File: src/rtl/ordered_dither_dot_plane_writer_unit_assert.svh
// Assertion macros shared by the dot plane writer modules.
// Needs nothing else; included by the modules that carry checks.
`ifndef ORDERED_DITHER_DOT_PLANE_WRITER_UNIT_ASSERT_SVH
`define ORDERED_DITHER_DOT_PLANE_WRITER_UNIT_ASSERT_SVH
`ifndef ASSERT_OFF
// antecedent holds -> consequent holds in the same cycle
`define ODW_ASSERT_IMPLY(label, clk, rstn, ante, cons) \
    label: assert property (@(posedge clk) disable iff (!rstn) (ante) |-> (cons)) \
        else $error("odw check failed");
// antecedent holds -> consequent holds in the next cycle
`define ODW_ASSERT_NEXT(label, clk, rstn, ante, cons) \
    label: assert property (@(posedge clk) disable iff (!rstn) (ante) |=> (cons)) \
        else $error("odw check failed");
`else
`define ODW_ASSERT_IMPLY(label, clk, rstn, ante, cons)
`define ODW_ASSERT_NEXT(label, clk, rstn, ante, cons)
`endif
`endif

File: src/rtl/odw_pkg.sv
// Types and constants of the ordered dither dot plane writer.
// Used by every module of the block; depends on nothing.
`timescale 1ns / 1ps
package odw_pkg;

    localparam int REPEAT_W        = 5;
    localparam int MAX_REPEAT      = 16;
    localparam int POSITION_BITS   = 12;
    localparam int START_W         = 12;
    localparam int QUEUE_DEPTH     = 2;
    localparam int CFG_INDEX_W     = 3;
    localparam int CFG_DATA_W      = 64;
    localparam logic [3:0] THRESH_FLIP = 4'hf;

    // register indexes of the configuration port
    typedef enum logic [CFG_INDEX_W-1:0] {
        REG_THRESHOLD  = 3'd0,
        REG_COLOUR     = 3'd1,
        REG_ROWS_LOW   = 3'd2,
        REG_ROWS_HIGH  = 3'd3,
        REG_START      = 3'd4
    } cfg_reg_t;

    // how a pixel decides its clear flags
    typedef enum logic [1:0] {
        MODE_GREY   = 2'd0,
        MODE_COLOUR = 2'd1,
        MODE_THRESH = 2'd2
    } mode_t;

    // one classified pixel, as queued between front and back
    typedef struct packed {
        logic                  first;
        mode_t                 mode;
        logic                  thr_clear;
        logic [3:0][7:0]       row_entries;
        logic [7:0]            white;
        logic [7:0]            yellow;
        logic [7:0]            magenta;
        logic [7:0]            cyan;
        logic [REPEAT_W-1:0]   count;
    } item_t;

endpackage

File: src/rtl/odw_front.sv
// Front end: configuration registers, pixel accept and classification.
// Depends on odw_pkg; feeds odw_queue.
`timescale 1ns / 1ps
module odw_front (
    input  logic                               aclk,
    input  logic                               aresetn,
    // configuration writes
    input  logic                               cfg_valid,
    output logic                               cfg_ready,
    input  logic [odw_pkg::CFG_INDEX_W-1:0]    cfg_index,
    input  logic [odw_pkg::CFG_DATA_W-1:0]     cfg_data,
    // source pixels
    input  logic                               s_valid,
    output logic                               s_ready,
    input  logic                               s_first_of_row,
    input  logic [1:0]                         s_row_low,
    input  logic [7:0]                         s_white_level,
    input  logic [7:0]                         s_yellow_level,
    input  logic [7:0]                         s_magenta_level,
    input  logic [7:0]                         s_cyan_level,
    input  logic [odw_pkg::REPEAT_W-1:0]       s_repeat_count,
    // towards the queue
    output logic                               push_valid,
    input  logic                               push_ready,
    output odw_pkg::item_t                     push_item,
    output logic [odw_pkg::START_W-1:0]        start_position
);

    logic [3:0]                     threshold_reg;
    logic                           colour_reg;
    logic [63:0]                    rows_low_reg;
    logic [63:0]                    rows_high_reg;
    logic [odw_pkg::START_W-1:0]    start_reg;

    logic [63:0]                    rows_word;
    logic [31:0]                    rows_half;
    logic [odw_pkg::REPEAT_W-1:0]   count_sat;

    // register file, always ready
    assign cfg_ready = 1'b1;

    always_ff @(posedge aclk) begin
        if (!aresetn) begin
            threshold_reg <= '0;
            colour_reg    <= 1'b0;
            rows_low_reg  <= '0;
            rows_high_reg <= '0;
            start_reg     <= '0;
        end else if (cfg_valid) begin
            case (odw_pkg::cfg_reg_t'(cfg_index))
                odw_pkg::REG_THRESHOLD: threshold_reg <= cfg_data[3:0];
                odw_pkg::REG_COLOUR:    colour_reg    <= cfg_data[0];
                odw_pkg::REG_ROWS_LOW:  rows_low_reg  <= cfg_data;
                odw_pkg::REG_ROWS_HIGH: rows_high_reg <= cfg_data;
                odw_pkg::REG_START:     start_reg     <= cfg_data[odw_pkg::START_W-1:0];
                default: ;
            endcase
        end
    end

    assign start_position = start_reg;

    // matrix row for this pixel: four bytes, column 0 lowest
    assign rows_word = s_row_low[1] ? rows_high_reg : rows_low_reg;
    assign rows_half = s_row_low[0] ? rows_word[63:32] : rows_word[31:0];

    // repeat runs longer than the limit are cut to the limit
    always_comb begin
        if (int'(s_repeat_count) > odw_pkg::MAX_REPEAT) begin
            count_sat = odw_pkg::REPEAT_W'(odw_pkg::MAX_REPEAT);
        end else begin
            count_sat = s_repeat_count;
        end
    end

    // classify and hand over
    always_comb begin
        push_item.first       = s_first_of_row;
        if (threshold_reg != 4'd0) begin
            push_item.mode = odw_pkg::MODE_THRESH;
        end else if (colour_reg) begin
            push_item.mode = odw_pkg::MODE_COLOUR;
        end else begin
            push_item.mode = odw_pkg::MODE_GREY;
        end
        push_item.thr_clear   = (s_white_level <= {4'd0, threshold_reg ^ odw_pkg::THRESH_FLIP});
        push_item.row_entries = rows_half;
        push_item.white       = s_white_level;
        push_item.yellow      = s_yellow_level;
        push_item.magenta     = s_magenta_level;
        push_item.cyan        = s_cyan_level;
        push_item.count       = count_sat;
    end

    assign push_valid = s_valid;
    assign s_ready    = push_ready;

endmodule

File: src/rtl/odw_queue.sv
// Short register queue of classified pixels between front and back.
// Depends on odw_pkg and the assertion header.
`timescale 1ns / 1ps
`include "ordered_dither_dot_plane_writer_unit_assert.svh"
module odw_queue #(
    parameter int DEPTH = odw_pkg::QUEUE_DEPTH
) (
    input  logic              aclk,
    input  logic              aresetn,
    input  logic              push_valid,
    output logic              push_ready,
    input  odw_pkg::item_t    push_item,
    output logic              pop_valid,
    input  logic              pop_ready,
    output odw_pkg::item_t    pop_item
);

    localparam int PTR_W = (DEPTH > 1) ? $clog2(DEPTH) : 1;
    localparam int CNT_W = $clog2(DEPTH + 1);

    odw_pkg::item_t     slots_reg [DEPTH];
    logic [PTR_W-1:0]   wr_ptr_reg;
    logic [PTR_W-1:0]   rd_ptr_reg;
    logic [CNT_W-1:0]   count_reg;
    logic               push;
    logic               pop;

    assign push_ready = (count_reg != CNT_W'(DEPTH));
    assign pop_valid  = (count_reg != '0);
    assign push       = push_valid && push_ready;
    assign pop        = pop_valid && pop_ready;
    assign pop_item   = slots_reg[rd_ptr_reg];

    // pointers and fill level
    always_ff @(posedge aclk) begin
        if (!aresetn) begin
            wr_ptr_reg <= '0;
            rd_ptr_reg <= '0;
            count_reg  <= '0;
        end else begin
            if (push) begin
                wr_ptr_reg <= (wr_ptr_reg == PTR_W'(DEPTH - 1)) ? '0 : wr_ptr_reg + PTR_W'(1);
            end
            if (pop) begin
                rd_ptr_reg <= (rd_ptr_reg == PTR_W'(DEPTH - 1)) ? '0 : rd_ptr_reg + PTR_W'(1);
            end
            if (push && !pop) begin
                count_reg <= count_reg + CNT_W'(1);
            end else if (pop && !push) begin
                count_reg <= count_reg - CNT_W'(1);
            end
        end
    end

    // payload storage
    always_ff @(posedge aclk) begin
        if (push) begin
            slots_reg[wr_ptr_reg] <= push_item;
        end
    end

    `ODW_ASSERT_IMPLY(a_fill_bound, aclk, aresetn, 1'b1, count_reg <= CNT_W'(DEPTH))
    `ODW_ASSERT_NEXT(a_fill_up, aclk, aresetn, push && !pop, count_reg == $past(count_reg) + CNT_W'(1))
    `ODW_ASSERT_NEXT(a_fill_down, aclk, aresetn, pop && !push, count_reg == $past(count_reg) - CNT_W'(1))

endmodule

File: src/rtl/odw_back.sv
// Back end: walks each pixel's repeat run into the output register, one dot per cycle while that register is free.
// Depends on odw_pkg and the assertion header; fed by odw_queue.
`timescale 1ns / 1ps
`include "ordered_dither_dot_plane_writer_unit_assert.svh"
module odw_back #(
    parameter int POSITION_BITS = odw_pkg::POSITION_BITS
) (
    input  logic                            aclk,
    input  logic                            aresetn,
    input  logic [odw_pkg::START_W-1:0]     start_position,
    input  logic                            pop_valid,
    output logic                            pop_ready,
    input  odw_pkg::item_t                  pop_item,
    output logic                            m_valid,
    input  logic                            m_ready,
    output logic [POSITION_BITS-1:0]        m_dot_position,
    output logic                            m_clear_blue,
    output logic                            m_clear_green,
    output logic                            m_clear_red,
    output logic                            m_last_of_run
);

    typedef enum logic [1:0] {
        ST_IDLE = 2'b01,
        ST_RUN  = 2'b10
    } state_t;

    state_t                         state_reg;
    logic [POSITION_BITS-1:0]       pos_reg;
    logic [odw_pkg::REPEAT_W-1:0]   remain_reg;
    odw_pkg::item_t                 item_reg;
    logic                           m_valid_reg;
    logic [POSITION_BITS-1:0]       dot_pos_reg;
    logic                           clear_b_reg;
    logic                           clear_g_reg;
    logic                           clear_r_reg;
    logic                           last_reg;

    logic                           out_free;
    logic                           emit;
    logic [7:0]                     level;
    logic                           white_ok;
    logic                           clr_b;
    logic                           clr_g;
    logic                           clr_r;

    assign out_free  = !m_valid_reg || m_ready;
    assign emit      = (state_reg == ST_RUN) && out_free;
    assign pop_ready = (state_reg == ST_IDLE);

    // per-dot decision, column from the low position bits
    assign level    = item_reg.row_entries[pos_reg[1:0]];
    assign white_ok = (item_reg.white <= level);

    always_comb begin
        case (item_reg.mode)
            odw_pkg::MODE_THRESH: begin
                clr_b = item_reg.thr_clear;
                clr_g = item_reg.thr_clear;
                clr_r = item_reg.thr_clear;
            end
            odw_pkg::MODE_COLOUR: begin
                clr_b = white_ok && (item_reg.yellow <= level);
                clr_g = white_ok && (item_reg.magenta <= level);
                clr_r = white_ok && (item_reg.cyan <= level);
            end
            default: begin
                clr_b = white_ok;
                clr_g = white_ok;
                clr_r = white_ok;
            end
        endcase
    end

    // sequencer and dot position
    always_ff @(posedge aclk) begin
        if (!aresetn) begin
            state_reg   <= ST_IDLE;
            pos_reg     <= '0;
            remain_reg  <= '0;
            m_valid_reg <= 1'b0;
        end else begin
            // output register fills on a dot, empties when taken
            if (emit) begin
                m_valid_reg <= 1'b1;
            end else if (m_ready) begin
                m_valid_reg <= 1'b0;
            end
            case (state_reg)
                ST_IDLE: begin
                    if (pop_valid) begin
                        remain_reg <= pop_item.count;
                        if (pop_item.first) begin
                            pos_reg <= POSITION_BITS'(start_position);
                        end
                        if (pop_item.count != '0) begin
                            state_reg <= ST_RUN;
                        end
                    end
                end
                ST_RUN: begin
                    if (out_free) begin
                        pos_reg     <= pos_reg + POSITION_BITS'(1);
                        remain_reg  <= remain_reg - odw_pkg::REPEAT_W'(1);
                        if (remain_reg == odw_pkg::REPEAT_W'(1)) begin
                            state_reg <= ST_IDLE;
                        end
                    end
                end
                default: state_reg <= ST_IDLE;
            endcase
        end
    end

    // payload of the current pixel and of the output register
    always_ff @(posedge aclk) begin
        if (pop_valid && pop_ready) begin
            item_reg <= pop_item;
        end
        if (emit) begin
            dot_pos_reg <= pos_reg;
            clear_b_reg <= clr_b;
            clear_g_reg <= clr_g;
            clear_r_reg <= clr_r;
            last_reg    <= (remain_reg == odw_pkg::REPEAT_W'(1));
        end
    end

    assign m_valid        = m_valid_reg;
    assign m_dot_position = dot_pos_reg;
    assign m_clear_blue   = clear_b_reg;
    assign m_clear_green  = clear_g_reg;
    assign m_clear_red    = clear_r_reg;
    assign m_last_of_run  = last_reg;

    `ODW_ASSERT_IMPLY(a_run_has_dots, aclk, aresetn, state_reg == ST_RUN, remain_reg != '0)
    `ODW_ASSERT_NEXT(a_emit_shows, aclk, aresetn, emit, m_valid_reg)
    `ODW_ASSERT_NEXT(a_last_ends_run, aclk, aresetn, emit && (remain_reg == odw_pkg::REPEAT_W'(1)), state_reg == ST_IDLE && m_last_of_run)
    `ODW_ASSERT_NEXT(a_pos_steps, aclk, aresetn, emit, pos_reg == $past(pos_reg) + POSITION_BITS'(1))

endmodule

File: src/rtl/ordered_dither_dot_plane_writer_unit.sv
// Top level of the ordered dither dot plane writer.
// Depends on odw_pkg, odw_front, odw_queue and odw_back.
`timescale 1ns / 1ps
//
// Usage:
//   s_* channel takes one source pixel per request: four intensities, the row
//   number's low bits, a first-of-row mark and a repeat count (runs above
//   MAX_REPEAT are cut to MAX_REPEAT). m_* channel gives one request per
//   printer dot: position, clear flags for blue, green and red, last-of-run.
//   cfg_* writes one register per request (0 threshold, 1 colour mode,
//   2/3 dither matrix rows, 4 start position); always ready, write when idle.
// Timing:
//   A taken pixel passes the queue slot and the sequencer's pixel register,
//   then its first dot enters the output register. A pixel with repeat
//   count N gets a load step, then N dots, one dot per cycle while the output
//   register is free; a zero count only reloads a first-of-row start position.
//   The two-entry queue keeps the input accepting while the sequencer works.
// Reset (aresetn low, synchronous): registers, dot position and queue clear.
// Stall: with m_ready low the dot holds in the output register, the sequencer
//   waits, and s_ready drops once the queue is full.
//
module ordered_dither_dot_plane_writer_unit #(
    parameter int POSITION_BITS = odw_pkg::POSITION_BITS,
    parameter int QUEUE_DEPTH   = odw_pkg::QUEUE_DEPTH
) (
    input  logic                            aclk,
    input  logic                            aresetn,
    input  logic                            cfg_valid,
    output logic                            cfg_ready,
    input  logic [odw_pkg::CFG_INDEX_W-1:0] cfg_index,
    input  logic [odw_pkg::CFG_DATA_W-1:0]  cfg_data,
    input  logic                            s_valid,
    output logic                            s_ready,
    input  logic                            s_first_of_row,
    input  logic [1:0]                      s_row_low,
    input  logic [7:0]                      s_white_level,
    input  logic [7:0]                      s_yellow_level,
    input  logic [7:0]                      s_magenta_level,
    input  logic [7:0]                      s_cyan_level,
    input  logic [odw_pkg::REPEAT_W-1:0]    s_repeat_count,
    output logic                            m_valid,
    input  logic                            m_ready,
    output logic [POSITION_BITS-1:0]        m_dot_position,
    output logic                            m_clear_blue,
    output logic                            m_clear_green,
    output logic                            m_clear_red,
    output logic                            m_last_of_run
);

    logic                           push_valid;
    logic                           push_ready;
    odw_pkg::item_t                 push_item;
    logic                           pop_valid;
    logic                           pop_ready;
    odw_pkg::item_t                 pop_item;
    logic [odw_pkg::START_W-1:0]    start_position;

    // accept and classify
    odw_front u_front (
        .aclk            (aclk),
        .aresetn         (aresetn),
        .cfg_valid       (cfg_valid),
        .cfg_ready       (cfg_ready),
        .cfg_index       (cfg_index),
        .cfg_data        (cfg_data),
        .s_valid         (s_valid),
        .s_ready         (s_ready),
        .s_first_of_row  (s_first_of_row),
        .s_row_low       (s_row_low),
        .s_white_level   (s_white_level),
        .s_yellow_level  (s_yellow_level),
        .s_magenta_level (s_magenta_level),
        .s_cyan_level    (s_cyan_level),
        .s_repeat_count  (s_repeat_count),
        .push_valid      (push_valid),
        .push_ready      (push_ready),
        .push_item       (push_item),
        .start_position  (start_position)
    );

    // decoupling queue
    odw_queue #(
        .DEPTH (QUEUE_DEPTH)
    ) u_queue (
        .aclk       (aclk),
        .aresetn    (aresetn),
        .push_valid (push_valid),
        .push_ready (push_ready),
        .push_item  (push_item),
        .pop_valid  (pop_valid),
        .pop_ready  (pop_ready),
        .pop_item   (pop_item)
    );

    // dot sequencer and output register
    odw_back #(
        .POSITION_BITS (POSITION_BITS)
    ) u_back (
        .aclk           (aclk),
        .aresetn        (aresetn),
        .start_position (start_position),
        .pop_valid      (pop_valid),
        .pop_ready      (pop_ready),
        .pop_item       (pop_item),
        .m_valid        (m_valid),
        .m_ready        (m_ready),
        .m_dot_position (m_dot_position),
        .m_clear_blue   (m_clear_blue),
        .m_clear_green  (m_clear_green),
        .m_clear_red    (m_clear_red),
        .m_last_of_run  (m_last_of_run)
    );

endmodule
File: config.mk
export PLATFORM = sky130hd
export DESIGN_NAME = ordered_dither_dot_plane_writer_unit
export DESIGN_NICKNAME = d
export VERILOG_FILES = /design/src/rtl/odw_pkg.sv /design/src/rtl/odw_front.sv /design/src/rtl/odw_queue.sv /design/src/rtl/odw_back.sv /design/src/rtl/ordered_dither_dot_plane_writer_unit.sv
export VERILOG_INCLUDE_DIRS = /design/src /design/src/rtl
export SDC_FILE = /design/constraint.sdc
export NUM_CORES = 1
export LEC_CHECK = 0
export BUFFER_PORTS_ARGS = -buffer_cell sky130_fd_sc_hd__buf_4
export CAP_MARGIN = 30
export CORE_MARGIN = 2
export CORE_UTILIZATION = 35
export CTS_CLUSTER_SIZE = 20
export DETAILED_ROUTE_END_ITERATION = 8
export HOLD_SLACK_MARGIN = 0.05
export PLACE_DENSITY = 0.5
export SLEW_MARGIN = 20
export SYNTH_ARGS = -nofsm -noshare
export SYNTH_HDL_FRONTEND = slang
export SYNTH_SLANG_ARGS = --single-unit
File: constraint.sdc
create_clock -name aclk -period 10 [get_ports aclk]
set_input_delay 0.5 -clock aclk [delete_from_list [all_inputs] [get_ports aclk]]
set_output_delay 0.5 -clock aclk [all_outputs]
set_load 0.02 [all_outputs]
== After elaboration in Yosys (flattened, before gate mapping) ==
Memory sizes are Yosys's and may differ from the RTL's. A register that Yosys moved wholly into a read port is not among the register bits.
Cells that the tools add are included.
Word-level totals
  register bits after elaboration: 252
  memories: 1
  memory bits (writable): 146
Operators by class
  multiplexer cells: 32
  reductions and logical operators: 27
  $add $sub $neg: 6
  magnitude comparators: 7
  equal/unequal tests: 15
  bitwise operators: 1
Memory list
  u_queue.slots_reg: words 2, bits a word 73, read ports 1, clocked after Yosys merged registers in 1, write ports 1, line odw_queue.sv:21  | odw_pkg::item_t slots_reg [DEPTH];
Operator list (number)
  $mux W64: 1
  $mux W12: 3
  $le A8 B8 Y1: 4
  $mux W32: 1
  $pmux W12 S2: 1
  $bmux W8 S2: 1
  $mux W5: 3
  $mux W2: 7
  $add A12 B1 Y12 const B: 1
  $pmux W5 S2: 1
  $reduce_and A2 Y1: 5
  $mux W1: 9
  $le A8 B4 Y1: 1
  $logic_and A1 B1 Y1: 8
  $mux W8: 1
  $ne A2 B2 Y1 const B: 4
  $reduce_and A4 Y1: 2
  $reduce_bool A2 Y1: 4
  $eq A3 B2 Y1 const B: 2
  $pmux W1 S2: 3
  $eq A5 B1 Y1 const B: 1
  $gt A5 B5 Y1 const B: 1
  $reduce_bool A5 Y1: 1
  $sub A5 B1 Y5 const B: 1
  16 further kinds: 22

== Depth between registers and ports, before layout ==
Gate-level depths: netlist of the first run.
  depth in word-level cells: 6
  depth in mapped cells: 9
  depth with buffers taken out: 8

== Modules after synthesis ==
Synthesis of the first run repeated with hierarchy kept, for this count alone.
Second synthesis, totals
  cell total of the unflattened synthesis: 1338
  area, all modules: 16806.1 um^2
Modules (own cells, without submodules)
  odw_front: cells each 733, area an instance 6580.1 um^2, seq. area each 2902.8 um^2, times used 1
  odw_queue: cells each 251, area an instance 5506.5 um^2, seq. area each 4484.3 um^2, times used 1
  odw_back: cells each 354, area an instance 4719.5 um^2, seq. area each 2892.8 um^2, times used 1

== Worst setup path after synthesis of the first run ==
No wires, ideal clock.
  kind: flip-flop to flip-flop
  from: reg u_queue.count_reg[0]
  to: mem u_queue.slots_reg[0][0] (netlist name), enable pin
  cell stages (with the launch flop): 4
  setup time: 505 ps
  arrival time: 3868 ps
  setup slack: 5628 ps
  data required time: 9495 ps
  period minus slack after synthesis: 4372 ps
  cell sequence: dfxtp_1 -> nand2b_1 -> nand2_1 -> nor2_1
Between the ends
  cells in the longest elaborated chain, start to end: 4
RTL lines
  start: declaration: line odw_queue.sv:24  | logic [CNT_W-1:0] count_reg;
  start signal: assignment: line odw_queue.sv:48  | count_reg <= count_reg + CNT_W'(1);
  start signal: assignment: line odw_queue.sv:50  | count_reg <= count_reg - CNT_W'(1);
  $ne A2 B2 Y1: line odw_queue.sv:28  | assign push_ready = (count_reg != CNT_W'(DEPTH));
  via s_ready: line ordered_dither_dot_plane_writer_unit.sv:33  | output logic s_ready,
  $logic_and A1 B1 Y1: line odw_queue.sv:30  | assign push = push_valid && push_ready;
  $mux W1: line odw_queue.sv:57  | if (push) begin
  $mux W1 (not written as such): line odw_queue.sv:58  | slots_reg[wr_ptr_reg] <= push_item;
  end: declaration: line odw_queue.sv:21
The timed path passes the listed nets, and every way through them passes these cells.

== Worst setup path after layout of the first run ==
  from: reg u_back.pos_reg[0]
  to: reg u_back.clear_r_reg, in the netlist u_back.m_clear_red (data pin)
Between the ends
  cells in the longest elaborated chain, start to end: 5
  elaborated cells between the ends (all ways): 6
RTL lines
  start: declaration: line odw_back.sv:29  | logic [POSITION_BITS-1:0] pos_reg;
  start signal: assignment: line odw_back.sv:94  | pos_reg <= POSITION_BITS'(start_position);
  start signal: assignment: line odw_back.sv:103  | pos_reg <= pos_reg + POSITION_BITS'(1);
  $bmux W8 S2 (*): line odw_back.sv:52  | assign level = item_reg.row_entries[pos_reg[1:0]];
  $mux W8 (not written as such) (*): line odw_back.sv:52
  $le A8 B8 Y1, on equally long branches: line odw_back.sv:53, odw_back.sv:65
  $logic_and A1 B1 Y1: line odw_back.sv:65  | clr_r = white_ok && (item_reg.cyan <= level);
  $pmux W1 S2 (*): line odw_back.sv:56  | case (item_reg.mode)
  via u_back.clr_r: line odw_back.sv:45  | logic clr_r;
  end signal: assignment: line odw_back.sv:124  | clear_r_reg <= clr_r;
  end: declaration: line odw_back.sv:36  | logic clear_r_reg;
The timed path passes the listed nets; every way through them passes the cells marked *. The select of a mux whose other input is x is not followed.
A chain may end at the register's enable or synchronous reset.

==> results.toml, run 1 <==
[timing]
hold_viol = 0
final_max_slew_viol_count = 0
fin_worst_skew_ns = 0.0259
rsz0062_at_grt = "no"
period_needed_ns = 2.98
period_share = 0.298
whs_ns = 0.121
tightest_slew_ns = 0.918
fin_setup_tns_ns = 0
setup_viol = 0
fmax_ghz = 0.336
slew_headroom = 0.388

[worst_setup_path]
cp-start-kind = "register"
cp_slowest_cell = "dfxtp_1"
cp.buffers_inverters = 1
cp_max_fo = 15
critPathKind = "reg -> reg"
end_kind = "register"
worst_path_largest_cell_delay_ns = 0.80
path_delay_family = "flip-flops"
arrival_ns = 3.39
path_cells = "mux4_2, inv_1, ha_1, nor2b_1, o211ai_1, a21oi_1, or4b_1, a21oi_1"
crit_top_cell = "a21oi_1"
cp.required_ns = 10.41

[yosys]
synth-edff-count = 229
ys_seq_area_frac = 0.640
synthCells = 1304
synth-main-ff-cell = "edfxtp_1"
synth_warnings = 0
synth_top_area_share = 0.428
avgSynthCellArea_sq_um = 12.3
synth_largest_area_cell = "edfxtp_1"
synth_area_leaders = "edfxtp_1, dfxtp_1, nand2_1"
synth_fp_nets = 1460
yosysUniqueCellTypes = 55
async_reset_ff_frac = 0
netlist_area_sq_mm = 0.0161
yosys_register_bits = 399

[clock_network]
post_cts_resized = 0
cts.sinks = 399
hold_buffers = 0
h-tree-depth = 2
cts_tree = "done"
cts_root_buf = "clkbuf_16"
cts_buffers = 45
postCtsSetupBuffers = 0
clk_pin_slew_ns = 0.06
clock_latency_ns = 0.58
cts_buffer_depth = 3

[floorplan]
die-area_sq_mm = 0.0476
core.rowCount = 78
die_h_microns = 218
core_sq_mm = 0.0454
die_w_microns = 218
design.portCount = 131
start_util = 0.354

[power]
switchingPower_w = 0.00142
vdd_drop_max_mv = 0.129
power_frac_seq = 0.453
p_per_area_mw_per_mm2 = 257
power_leakage_nw = 6.67
clock_power_share = 0.332
power.share.switching = 0.291
p_comb_frac = 0.215
intPower_w = 0.00347
power_w = 0.00489

[global_route]
grt.overflow.total = 0
grt_use_total = 0.157
grt_max_degree = 87
grt_pass1_wl_microns = 57400
grt_pass1_vias = 9912
grt_antenna_before_repair = 0

[drt]
wl_per_cell_microns = 18.2
initialDrtViolationCount = 629
vias_per_cell = 4.91
drt-pass1-iter-count = 5
drcViolationCount = 0
vias = 10100
wirelength_microns = 37400
drtAntennaViolNets = 0

[place]
hpwl_microns = 24000
gp_congestion = 0.746
portBuffers = 129

[layout]
layout.nets = 1572
largest_register_ffs = 146
fill_cells = 4294
final_layout_size_suffix_gt1_frac = 0.230
area_delta_synth_final_pct = 18.6
final_cell_mix = "nand2_1, edfxtp_1, a21oi_1, dfxtp_1, buf_4"
final_common_cell = "nand2_1"
diodes = 0

[run_status]
status = "finished, final reports clean"

[min_path]
min_path_type = "in -> reg"

[run]
maxCapViolations = 0
[stage by stage]
stage | setup WS (ns) | utilization | instances | cell area [sq um]
final | 7.02 | 0.420 | 2053 | 19100
after global routing | 6.78 | 0.420 | 2053 | 19100
after CTS | 6.97 | 0.419 | 2051 | 19000
after detailed placement | 7.00 | 0.387 | 1967 | 17600
after global placement | 7.00 | 0.387 | 1966 | 17500
after floorplan | 5.63 | - | 1304 | 16100
[power groups by stage]
stage | combinational, W | sequential, W | clock, W
6_report | 0.00105 | 0.00221 | 0.00162
5_1_grt | 0.00118 | 0.00224 | 0.00173
4_1_cts | 0.00107 | 0.00222 | 0.00167
3_5_place_dp | 0.00106 | 0.00225 | 0
3_3_place_gp | 0.00104 | 0.00225 | 0
2_1_floorplan | 0.000790 | 0.00218 | 0
[worst paths after layout]
check                                  from                         to  slack, ns  cells after the start
setup / recovery          u_back.pos_reg[0]         u_back.m_clear_red       7.02                      8
hold / removal              s_cyan_level[0]    u_queue.slots_reg[1][5]       0.12                      1
setup reg to reg          u_back.pos_reg[0]         u_back.m_clear_red       7.02                      8
hold reg to reg   u_front.rows_high_reg[22]  u_front.rows_high_reg[22]       0.45                      2
[worst register-to-register path: cells and delay by family (launching register included)]
kind / cells / cell delay, ns
compound gates: 3 / 0.39
buf+inv: 1 / 0.16
flops: 1 / 0.80
mux: 1 / 0.59
fa+ha+maj: 1 / 0.26
simple gates: 2 / 0.63
[cell usage after synthesis (3+ instances only)]
master	instances
xor2_1	4
or4_1	4
o21a_1	3
o32ai_1	5
o31a_1	3
inv_1	26
a21o_1	5
dfxtp_1	170
nand2_1	307
nor2b_1	10
o211ai_1	3
ha_1	44
mux2i_1	12
and3_1	5
a21oi_1	173
edfxtp_1	229
nand2b_1	3
o21ai_0	16
nand3_1	13
nor3_1	7
mux4_2	40
buf_2	33
nor2_1	32
mux2_2	67
nand4_1	9
clkbuf_1	39
a211oi_1	4
[area by class of cell]
type                    instances  area [sq um]  share of cell area
clock buffers                  52          1170              0.0615
flip-flops and latches        399         10300               0.540
repair buffers                141          1090              0.0573
well taps                     600           751              0.0394
clock inverters                32           283              0.0148
multi-input cells             802          5370               0.282
inverters                      27           104             0.00545
[per-layer routing]
layer | global-route usage | vias up | share of wire
met5 | 0 | - | 0
met4 | 0.0494 | 0 | 0.022
met3 | 0.0270 | 54 | 0.043
met2 | 0.247 | 197 | 0.46
met1 | 0.222 | 4894 | 0.47
li1 | - | 4925 | -
[kinds of logic after synthesis]
family,Yosys count,share of synthesized area
buf+inv,103,0.0276
compound gates,231,0.0813
xor+xnor,4,0.00218
fa+ha+maj,44,0.0343
simple gates,403,0.104
other cells,1,0.000234
flops,399,0.640
mux,119,0.111
(Power assumes the default switching activity.)
==> run 2, diff against run 1 <==
--- a/config.mk
+++ b/config.mk
@@ -6,6 +6,7 @@
 export SDC_FILE = /design/constraint.sdc
 export NUM_CORES = 1
 export LEC_CHECK = 0
+export ABC_AREA = 1
 export BUFFER_PORTS_ARGS = -buffer_cell sky130_fd_sc_hd__buf_4
 export CAP_MARGIN = 30
 export CORE_MARGIN = 2
==> constraint.sdc (replaced) <==
create_clock -name aclk -period 2.8 [get_ports aclk]
set_input_delay 0.14 -clock aclk [delete_from_list [all_inputs] [get_ports aclk]]
set_output_delay 0.14 -clock aclk [all_outputs]
set_load 0.02 [all_outputs]
==> results.toml, run 2 <==
[yosys]
synth-main-ff-cell = "edfxtp_1"
yosysUniqueCellTypes = 39
synth-edff-count = 229
netlist_area_sq_mm = 0.0164
ys_seq_area_frac = 0.625
synth_fp_nets = 1860
synth_top_area_share = 0.418
async_reset_ff_frac = 0
synth_area_leaders = "edfxtp_1, dfxtp_1, nand2_1"
avgSynthCellArea_sq_um = 9.65
yosys_register_bits = 399
synth_warnings = 0
synth_common_cells = "nand2_1, edfxtp_1, a21oi_1"
yosysMostFrequentCell = "nand2_1"
synthCells = 1704
synth_largest_area_cell = "edfxtp_1"

[min_path]
worstHoldStart = "s_valid"
min_path_type = "in -> reg"
hold_depth = 5
holdPathEnd = "u_queue.wr_ptr_reg"

[power]
power_frac_seq = 0.445
clock_power_share = 0.313
vdd_drop_max_mv = 0.452
p_comb_frac = 0.242
intPower_w = 0.0123
power_leakage_nw = 8.18
switchingPower_w = 0.00561
p_per_area_mw_per_mm2 = 869
power.share.switching = 0.314

[timing]
fin_worst_skew_ns = 0.0238
period_share = 0.896
tightest_slew_ns = 0.800
period_needed_ns = 2.51
setup_viol = 0
hold_viol = 0
fin_setup_tns_ns = 0
final_max_slew_viol_count = 0
fmax_ghz = 0.399
slew_headroom = 0.466
rsz0062_at_grt = "no"

[global_route]
grt_pass1_wl_microns = 63300
grt_antenna_before_repair = 0
grt.overflow.total = 0
grt_pass1_vias = 11300
grt_max_degree = 133
grt_use_total = 0.168

[drt]
drtAntennaViolNets = 0
wirelength_microns = 41000
wl_per_cell_microns = 16.0
vias = 12000
vias_per_cell = 4.70
drt-pass1-iter-count = 5
drcViolationCount = 0
initialDrtViolationCount = 711

[floorplan]
design.portCount = 131
die-area_sq_mm = 0.0487
die_h_microns = 221
die_w_microns = 221
start_util = 0.354
core_sq_mm = 0.0465
core.rowCount = 79

[worst_setup_path]
critPathKind = "reg -> reg"
cp.buffers_inverters = 1
cp-start-kind = "register"
crit_cells = 13
cp.required_ns = 3.23
ff2ff_path_depth = 13
arrival_ns = 2.94
cp_slowest_cell = "dfxtp_1"
crit_top_cell = "nand2_1"
reg2reg_to = "u_back.m_clear_green"
rrSetupSlack_ns = 0.29
end_kind = "register"
cp_max_fo = 17
path_cells = "clkinvlp_4, nand2_1, a32o_1, ha_1, a21oi_1, nor2_1, nor2_1, nand2_1, nand2_1, nand3_1, nand2_1, nand2_1, nand2_1"
worst_path_largest_cell_delay_ns = 0.49
reg2reg_from = "u_back.pos_reg[0]"
path_delay_family = "simple AND/OR/NAND/NOR gates"

[place]
gp_congestion = 0.790
hpwl_microns = 25600
portBuffers = 129

[clock_network]
cts_tree = "done"
cts_buffers = 44
cts_buffer_depth = 3
h-tree-depth = 2
clock_latency_ns = 0.57
cts.sinks = 399
clk_pin_slew_ns = 0.06
cts_root_buf = "clkbuf_16"
postCtsSetupBuffers = 0

[layout]
layout.nets = 2075
final_common_cell = "nand2_1"
largest_register_ffs = 146
area_delta_synth_final_pct = 25.0
final_cell_mix = "nand2_1, edfxtp_1, a21oi_1, nor2_1, o21ai_0"
postLayoutCoreUtil = 0.442
final_layout_size_suffix_gt1_frac = 0.120
fill_cells = 4472
diodes = 0

[run_status]
status = "finished, final reports clean"

[run]
maxCapViolations = 0
-- run 2: layer usage --
| layer | vias to the layer above | GRT usage | wire, microns |
|---|---|---|---|
| met3 | 58 | 0.0326 | 1570 |
| met5 | - | 0 | 0 |
| met2 | 176 | 0.268 | 19000 |
| met1 | 5649 | 0.236 | 19700 |
| li1 | 6160 | - | - |
| met4 | 0 | 0.0407 | 769 |
-- run 2: layout make-up --
type / count / area, sq um / area share
clock buffers: 69 / 1300 / 0.0631
clock inverters: 13 / 101 / 0.00493
inverters: 131 / 495 / 0.0241
multi-input cells: 1081 / 5260 / 0.256
flip-flops and latches: 399 / 10300 / 0.500
well taps: 607 / 759 / 0.0370
repair buffers: 262 / 2360 / 0.115
-- run 2: stage by stage --
step | std cells | hold WS (ns) | power [W] | setup WS (ns) | cell area [sq um]
5_1_grt | 2562 | 0.161 | 0.0190 | 0.0179 | 20600
2_1_floorplan | 1704 | 0.239 | 0.0109 | -0.287 | 16500
3_3_place_gp | 2369 | 0.328 | 0.0123 | 0.315 | 18000
4_1_cts | 2562 | 0.0904 | 0.0182 | 0.215 | 20500
3_5_place_dp | 2369 | 0.331 | 0.0124 | 0.217 | 18000
6_report | 2562 | 0.111 | 0.0179 | 0.291 | 20600
-- run 2: power by group through the flow --
| stage | clock network (W) | logic, W | registers [W] |
|---|---|---|---|
| finish | 0.00560 | 0.00433 | 0.00794 |
| global route | 0.00596 | 0.00502 | 0.00803 |
| CTS | 0.00575 | 0.00444 | 0.00797 |
| detailed placement | 0 | 0.00430 | 0.00808 |
| global placement | 0 | 0.00422 | 0.00810 |
| floorplan | 0 | 0.00295 | 0.00790 |
-- run 2: cells by family (layout without fill, tap and decap cells) --
group           Yosys count  count (layout)  synth area share
compound gates          432             432             0.135
xor+xnor                  7               7           0.00373
fa+ha+maj                44              44            0.0335
buf+inv                 224             475            0.0577
flops                   399             399             0.625
mux                       2               2           0.00122
other cells               1               1          0.000228
simple gates            595             595             0.144
-- run 2: what timing repair did --
action	in CTS	in global routing
setup endpoints to repair	0	3
endpoints found under the hold margin	231	0
gates resized for setup	0	1
hold buffers	111	0
-- run 2: how the worst max path moves through the flow --
stage | from | slack, ns | end
floorplan | u_queue.count_reg[0] | -0.29 | u_queue.slots_reg[1][0]
global placement | u_back.pos_reg[0] | 0.32 | u_back.m_clear_red
detailed placement | u_back.pos_reg[0] | 0.22 | u_back.m_clear_green
CTS | u_back.pos_reg[0] | 0.21 | u_back.m_clear_green
global route | u_back.pos_reg[0] | 0.02 | u_back.m_clear_red
finish | u_back.pos_reg[0] | 0.29 | u_back.m_clear_green
-- run 2: worst register-to-register path, stage by stage (launching register included) --
cell	delay, ns
dfxtp_1	0.49
clkinvlp_4	0.34
nand2_1	0.14
a32o_1	0.37
ha_1	0.32
a21oi_1	0.12
nor2_1	0.05
nor2_1	0.10
nand2_1	0.06
nand2_1	0.13
nand3_1	0.09
nand2_1	0.07
nand2_1	0.04
nand2_1	0.06
